[src/rtl/lvsm_pkg.sv]
// Shared types and constants for the local variance soft mask block.
// Holds the configuration record, controller command and status records,
// register indexes and fixed-point constants. No dependencies.
package lvsm_pkg;

	localparam int CFG_IDX_W = 4;
	localparam int CFG_DAT_W = 31;

	localparam logic [CFG_IDX_W-1:0] REG_SIZE_X       = 4'd0;
	localparam logic [CFG_IDX_W-1:0] REG_SIZE_Y       = 4'd1;
	localparam logic [CFG_IDX_W-1:0] REG_SIZE_Z       = 4'd2;
	localparam logic [CFG_IDX_W-1:0] REG_BOX_RADIUS   = 4'd3;
	localparam logic [CFG_IDX_W-1:0] REG_INTENSITY_LO = 4'd4;
	localparam logic [CFG_IDX_W-1:0] REG_INTENSITY_HI = 4'd5;
	localparam logic [CFG_IDX_W-1:0] REG_VARIANCE_LO  = 4'd6;
	localparam logic [CFG_IDX_W-1:0] REG_VARIANCE_HI  = 4'd7;

	// divider operand and destination codes
	localparam logic [1:0] DIV_MEAN = 2'd0;
	localparam logic [1:0] DIV_VAR  = 2'd1;
	localparam logic [1:0] DIV_T    = 2'd2;

	localparam logic [16:0] ONE_Q16   = 17'h10000;
	localparam logic [17:0] THREE_Q16 = 18'd196608;

	// signed window coordinate widths: 8 or 16 bit position plus radius
	localparam int CX_W = 11;
	localparam int CZ_W = 19;

	typedef struct packed {
		logic [7:0]  size_x;
		logic [7:0]  size_y;
		logic [15:0] size_z;
		logic [1:0]  box_radius;
		logic [15:0] intensity_lo;
		logic [15:0] intensity_hi;
		logic [30:0] variance_lo;
		logic [30:0] variance_hi;
	} lvsm_cfg_t;

	typedef struct packed {
		logic       capture;
		logic       step;
		logic       win_init;
		logic       win_step;
		logic       mul;
		logic       diff;
		logic       div_start;
		logic [1:0] div_op;
		logic       div_load;
		logic [1:0] div_dst;
		logic       ss_sel;
		logic       hard_load;
		logic       t_clamp;
		logic       sq;
		logic       poly;
		logic       emit;
	} lvsm_cmd_t;

	typedef struct packed {
		logic emit_ok;
		logic win_last;
		logic div_busy;
		logic div_done;
		logic ss_hard;
		logic ss_need_div;
		logic out_free;
	} lvsm_sts_t;

endpackage

[src/rtl/lvsm_ctrl.sv]
// Controller state machine: sequences each item through the datapath.
// Uses lvsm_pkg command and status records.
module lvsm_ctrl (
	input  logic                clk,
	input  logic                arst_n,
	input  logic                in_valid,
	output logic                in_ready,
	input  lvsm_pkg::lvsm_sts_t sts,
	output lvsm_pkg::lvsm_cmd_t cmd
);

	import lvsm_pkg::*;

	localparam logic [4:0] ST_IDLE    = 5'd0;
	localparam logic [4:0] ST_GEO1    = 5'd1;
	localparam logic [4:0] ST_GEO2    = 5'd2;
	localparam logic [4:0] ST_STEP    = 5'd3;
	localparam logic [4:0] ST_DECIDE  = 5'd4;
	localparam logic [4:0] ST_SWEEP   = 5'd5;
	localparam logic [4:0] ST_FLUSH1  = 5'd6;
	localparam logic [4:0] ST_FLUSH2  = 5'd7;
	localparam logic [4:0] ST_MULT    = 5'd8;
	localparam logic [4:0] ST_DIFF    = 5'd9;
	localparam logic [4:0] ST_DIVM    = 5'd10;
	localparam logic [4:0] ST_DIVV    = 5'd11;
	localparam logic [4:0] ST_SS_PREP = 5'd12;
	localparam logic [4:0] ST_SS_DIV  = 5'd13;
	localparam logic [4:0] ST_SS_SQ   = 5'd14;
	localparam logic [4:0] ST_SS_POLY = 5'd15;
	localparam logic [4:0] ST_EMIT    = 5'd16;

	logic [4:0] state_q, state_d;
	logic       sel_q, sel_d;

	always_comb begin
		cmd      = '0;
		state_d  = state_q;
		sel_d    = sel_q;
		in_ready = 1'b0;
		cmd.ss_sel = sel_q;
		unique case (state_q)
			ST_IDLE: begin
				in_ready = 1'b1;
				if (in_valid) begin
					cmd.capture = 1'b1;
					state_d     = ST_GEO1;
				end
			end
			ST_GEO1: state_d = ST_GEO2;
			ST_GEO2: state_d = ST_STEP;
			ST_STEP: begin
				cmd.step = 1'b1;
				state_d  = ST_DECIDE;
			end
			ST_DECIDE: begin
				if (sts.emit_ok) begin
					cmd.win_init = 1'b1;
					sel_d        = 1'b0;
					state_d      = ST_SWEEP;
				end else begin
					state_d = ST_IDLE;
				end
			end
			ST_SWEEP: begin
				cmd.win_step = 1'b1;
				if (sts.win_last) begin
					state_d = ST_FLUSH1;
				end
			end
			ST_FLUSH1: state_d = ST_FLUSH2;
			ST_FLUSH2: state_d = ST_MULT;
			ST_MULT: begin
				cmd.mul = 1'b1;
				state_d = ST_DIFF;
			end
			ST_DIFF: begin
				cmd.diff      = 1'b1;
				cmd.div_start = 1'b1;
				cmd.div_op    = DIV_MEAN;
				state_d       = ST_DIVM;
			end
			ST_DIVM: begin
				if (sts.div_done) begin
					cmd.div_load  = 1'b1;
					cmd.div_dst   = DIV_MEAN;
					cmd.div_start = 1'b1;
					cmd.div_op    = DIV_VAR;
					state_d       = ST_DIVV;
				end
			end
			ST_DIVV: begin
				if (sts.div_done) begin
					cmd.div_load = 1'b1;
					cmd.div_dst  = DIV_VAR;
					state_d      = ST_SS_PREP;
				end
			end
			ST_SS_PREP: begin
				if (sts.ss_hard) begin
					cmd.hard_load = 1'b1;
					if (sel_q) begin
						state_d = ST_EMIT;
					end else begin
						sel_d = 1'b1;
					end
				end else if (sts.ss_need_div) begin
					cmd.div_start = 1'b1;
					cmd.div_op    = DIV_T;
					state_d       = ST_SS_DIV;
				end else begin
					cmd.t_clamp = 1'b1;
					state_d     = ST_SS_SQ;
				end
			end
			ST_SS_DIV: begin
				if (sts.div_done) begin
					cmd.div_load = 1'b1;
					cmd.div_dst  = DIV_T;
					state_d      = ST_SS_SQ;
				end
			end
			ST_SS_SQ: begin
				cmd.sq  = 1'b1;
				state_d = ST_SS_POLY;
			end
			ST_SS_POLY: begin
				cmd.poly = 1'b1;
				if (sel_q) begin
					state_d = ST_EMIT;
				end else begin
					sel_d   = 1'b1;
					state_d = ST_SS_PREP;
				end
			end
			ST_EMIT: begin
				if (sts.out_free) begin
					cmd.emit = 1'b1;
					state_d  = ST_IDLE;
				end
			end
			default: state_d = ST_IDLE;
		endcase
	end

	always_ff @(posedge clk or negedge arst_n) begin
		if (!arst_n) begin
			state_q <= ST_IDLE;
			sel_q   <= 1'b0;
		end else begin
			state_q <= state_d;
			sel_q   <= sel_d;
		end
	end

	a_emit_free: assert property (@(posedge clk) disable iff (!arst_n)
		cmd.emit |-> sts.out_free)
		else $error("result loaded while output register still full");

	a_div_idle: assert property (@(posedge clk) disable iff (!arst_n)
		cmd.div_start |-> !sts.div_busy)
		else $error("divider restarted while busy");

	a_div_load: assert property (@(posedge clk) disable iff (!arst_n)
		cmd.div_load |-> sts.div_done)
		else $error("quotient taken before divider finished");

	a_sweep_end: assert property (@(posedge clk) disable iff (!arst_n)
		cmd.win_step && sts.win_last |=> !cmd.win_step)
		else $error("window sweep ran past its last position");

endmodule
[config.mk]
export PLATFORM = sky130hd
export DESIGN_NAME = lvsm_ctrl
export DESIGN_NICKNAME = d
export VERILOG_FILES = /design/src/rtl/lvsm_pkg.sv /design/src/rtl/lvsm_ctrl.sv
export SDC_FILE = /design/constraint.sdc
export NUM_CORES = 1
export LEC_CHECK = 0
export CORE_AREA = 2 2 39 41
export CTS_BUF_LIST = sky130_fd_sc_hd__clkbuf_8 sky130_fd_sc_hd__clkbuf_16
export CTS_CLUSTER_SIZE = 24
export DETAILED_ROUTE_END_ITERATION = 8
export DIE_AREA = 0 0 41 43
export DONT_BUFFER_PORTS = 1
export GPL_ROUTABILITY_DRIVEN = 0
export PLACE_DENSITY_LB_ADDON = 0.05
export SETUP_SLACK_MARGIN = 0.2
export SYNTH_ARGS = -nofsm -noshare
export SYNTH_HDL_FRONTEND = slang
export SYNTH_SLANG_ARGS = --single-unit
[constraint.sdc]
create_clock -name clk -period 2.3 [get_ports clk]
set_input_delay 0.23 -clock clk [delete_from_list [all_inputs] [get_ports clk]]
set_output_delay 0.23 -clock clk [all_outputs]
set_load 0.02 [all_outputs]
-- Word-level counts from Yosys, hierarchy flattened
Cells that the tools add are included.
- add/subtract/negate cells: 0
- multipliers: 0
- div/mod/pow operators: 0
- magnitude comparators: 0
- eq/ne operators: 25
- shifts and indexed selects: 0
- multiplexer cells: 39
- bitwise operators: 0
- reductions and logical operators: 4
- operators by type and width (operator ; count):
    one-hot mux 5 bit (17 select lines) ; 1
    2-to-1 mux 5 bit ; 9
    == test 5 x 4 -> 1 bit, second input constant ; 8
    == test 5 x 3 -> 1 bit, second input constant ; 4
    2-to-1 mux 1 bit ; 18
    one-hot mux 3 bit (3 select lines) ; 2
    != test 2 bit, second input constant ; 8
    2-to-1 mux 3 bit ; 5
    == test 5 x 2 -> 1 bit, second input constant ; 2
    AND reduction 7 bit ; 1
    2-to-1 mux 6 bit ; 1
    == test 5 x 1 -> 1 bit, second input constant ; 1
    == test 5 bit, second input constant ; 1
    zero test 5 bit ; 1
    2-to-1 mux 2 bit ; 2
    != test 3 bit, second input constant ; 1
    one-hot mux 1 bit (3 select lines) ; 1
    AND reduction 3 bit ; 1
    nonzero test 3 bit ; 1
- register bits after elaboration: 6
- latch bits: 0
- RAM bits: 0
- bits in read-only memories: 0
- input bits: 10
- output and inout port bits: 19
- logic and storage cells: 70
- memories kept: 0

-- Logic depth before layout (Yosys ltp)
- depth in word-level cells: 3
- gate-level depth with buffers: 6

-- Worst setup path after synthesis
No wires, ideal clock.
- path type: reg2out
- start point: register state_q[1]
- end point: output port cmd[17] in the netlist's numbering
- arrival: 1753 ps
- required time: 2070 ps
- setup slack: 317 ps
- stages on the path, launching flop included: 5
- buffers on the path: 1
- path through: dfrtp_1 buf_6 or3_4 nor3_1 and2_1
- RTL lines (what ; RTL line ; source):
    from (decl) ; lvsm_ctrl.sv:32 ; logic [4:0] state_q, state_d;
    from (signal assigned) ; lvsm_ctrl.sv:150 ; state_q <= state_d;
    to (decl) ; lvsm_ctrl.sv:9 ; output lvsm_pkg::lvsm_cmd_t cmd

==> out/results.txt <==
outcome: complete, no violations
DRC violations left: 0
post-synthesis register bit count: 6
Antenna Cells: 0
largest net degree at the start of global routing: 15
leading cell type in the layout, fill and taps excluded: inv_1
Sw Share: 0.521
Final setup viols: 0
Setup CP Type: flip-flop to primary output
vias in the first global route: 610
LEAKAGE: 0.327 nW
Layout Nets: 103
FP Rows: 14
Logic pwr share: 0.588
layout cells sized above 1: 0.209
Crit Path Max Fanout: 11
TNS Setup: 0 ns
clock root buffer: clkbuf_8
FF+latch area: 150 µm²
min Tclk post-route: 1.96 ns
HP Class: primary input to flip-flop
Max VDD drop: 0.770 mV
# H-tree levels: 1
Clock Path Buffers: 2
warning count from the yosys run: 0
Ports: 29
placed cell count: 103
antenna violations before repair: 0
Max Clk Rate: 510 MHz
most frequent cells in the layout: inv_1 (9), nor2_1 (8), nand2_1 (7)
area grow syn2layout: 10.7%
sequential share of power: 0.276
die height: 43 µm
total CTS buffers: 3
Slew HR: 0.583
Fin. Hold Viols: 0
startpoint types: flip-flop
crit path cell chain: or3_4, nor4_2, inv_1, o31ai_1, buf_4
post-route ant nets: 0
CORE AREA: 1380 µm²
CP Capture Type: primary output
TritonRoute pass-1 iters: 4
Multi-input gate area: 423 µm²
port bufs: 0
initial core utilization: 0.472
worst-case reg-to-reg path depth: 4
DR vias/cell: 6.07
via count: 650
final std cells w/o fill: 107
Power Density: 1520 nW/µm²
CP max stage delay: 0.49 ns
crit share post-route: 0.852
mean area per synthesized cell: 7.59 µm²
Worst-Skew Late Latency: 0.22 ns
Synth cell types: 36
Internal Pwr Total: 0.528 mW
CTS tree: yes
Post-CTS Hold Fix Bufs: 1
Die W: 41 µm
sequential-to-total area share from yosys stat: 0.230
cell count after synthesis: 86
Final HPWL DP: 1330 µm
power share of the clock group: 0.136
1st-iter DRT viols: 9
Psw: 0.574 mW
arrival time at the worst endpoint: 1.73 ns
max-slew violation count: 0
hold depth: 1
Fill cells: 155
Post-CTS Resized: 0
GRT Total Usage: 0.215
worst slew pin tran: 0.621 ns
Max Cap Viol: 0
CTS clock-pin slew for the worst setup and hold paths: 0.03 ns
syn_nets: 96
CP max-delay cell: dfrtp_1
GRT Residual Overflow: 0
Max Clock Skew: 0.00231 ns
number of setup buffers added after CTS: 0
drt wl/cell: 15.8 µm
CTS Sinks: 6
RSZ-0062 raised after global routing: false
Cell Area, Synth: 653 µm²
Critical Path RT: 2.07 ns
first-pass GRT wire length: 2640 µm
final WL: 1690 µm
die footprint: 1760 µm²
-- power by group through the flow --
stage / clock network [mW] / registers [mW] / logic (mW)
2_1_floorplan: 0 / 0.205 / 0.640
3_3_place_gp: 0 / 0.301 / 0.639
3_5_place_dp: 0 / 0.301 / 0.647
4_1_cts: 0.154 / 0.300 / 0.651
5_1_grt: 0.161 / 0.323 / 0.722
6_report: 0.149 / 0.304 / 0.648
-- worst max-delay path, delay by kind of cell, from the launching register on --
| family | cells | cell delay [ns] |
|---|---|---|
| simple gates | 2 | 0.70 |
| flops | 1 | 0.49 |
| buf+inv | 2 | 0.25 |
| compound gates | 1 | 0.07 |
-- path summary, 6_finish.rpt --
check / startpoint / to / slack (ns)
hold reg to reg: state_q[4] / state_q[4] / 0.71
max in group asynchronous: arst_n / state_q[2] / 1.77
setup reg to reg: state_q[1] / state_q[1] / 0.46
hold / removal: sts[0] / state_q[4] / 0.15
setup / recovery: state_q[1] / cmd[11] / 0.34
min in group asynchronous: arst_n / state_q[4] / 0.32
-- per-layer routing --
| metal | vias to the layer above | track usage | part of all wire |
|---|---|---|---|
| met2 | 29 | 0.309 | 0.49 |
| met1 | 303 | 0.300 | 0.43 |
| met3 | 2 | 0.0524 | 0.075 |
| met4 | 0 | 0.0800 | 0.0047 |
| li1 | 316 | - | - |
| met5 | - | 0 | 0 |
-- cells by family (layout without fill, tap and decap cells) --
logic type | count (synthesis) | in the layout | synth area share
and+or+nand+nor | 42 | 42 | 0.377
AOI/OAI and AO/OA | 22 | 22 | 0.238
DFF | 6 | 6 | 0.230
buffers and inverters | 14 | 19 | 0.123
muxes | 2 | 2 | 0.0326
-- cell usage after synthesis (all sizes together) --
library cell / number / area [µm²]
o31ai: 1 / 7.51
o2bb2ai: 1 / 8.76
buf: 5 / 46.3
nand2: 7 / 26.3
and3: 4 / 25.0
a31o: 1 / 8.76
nand3: 1 / 5.00
a31oi: 1 / 6.26
o221a: 1 / 11.3
a21o: 1 / 7.51
inv: 9 / 33.8
mux2: 1 / 11.3
o21ai: 5 / 25.0
nand3b: 1 / 7.51
nor4: 3 / 40.0
and2: 2 / 12.5
a21oi: 6 / 30.0
nor3b: 1 / 7.51
a211oi: 1 / 7.51
a32oi: 1 / 8.76
or3: 1 / 11.3
a22oi: 1 / 12.5
nor3: 5 / 25.0
mux2i: 1 / 10.0
o221ai: 1 / 15.0
nand2b: 5 / 31.3
o22ai: 1 / 6.26
nor2: 8 / 30.0
dfrtp: 6 / 150
nor2b: 2 / 12.5
or2: 2 / 12.5
-- sequential cells by signal, summed over array words and instances, names as in the netlist --
name and count:
state_q 5, sel_q 1
-- per-stage QoR --
stage / worst slack, ns / hold slack (ns) / cell area, µm² / util / total power, mW
CTS: 0.323 / 0.131 / 723 / 0.523 / 1.10
detailed placement: 0.472 / -0.0654 / 672 / 0.486 / 0.948
global route: 0.213 / 0.130 / 723 / 0.523 / 1.21
floorplan: 0.317 / -0.0656 / 653 / - / 0.845
global placement: 0.491 / -0.0654 / 672 / 0.486 / 0.940
finish: 0.340 / 0.145 / 723 / 0.523 / 1.10
-- layout make-up --
| cell class | instances | share of cell area |
|---|---|---|
| flip-flops and latches | 6 | 0.208 |
| repair buffers | 7 | 0.0761 |
| clock buffers | 3 | 0.0571 |
| inverters | 9 | 0.0467 |
| multi-input cells | 66 | 0.585 |
| well taps | 16 | 0.0277 |
Power figures use the tool's default switching activity.
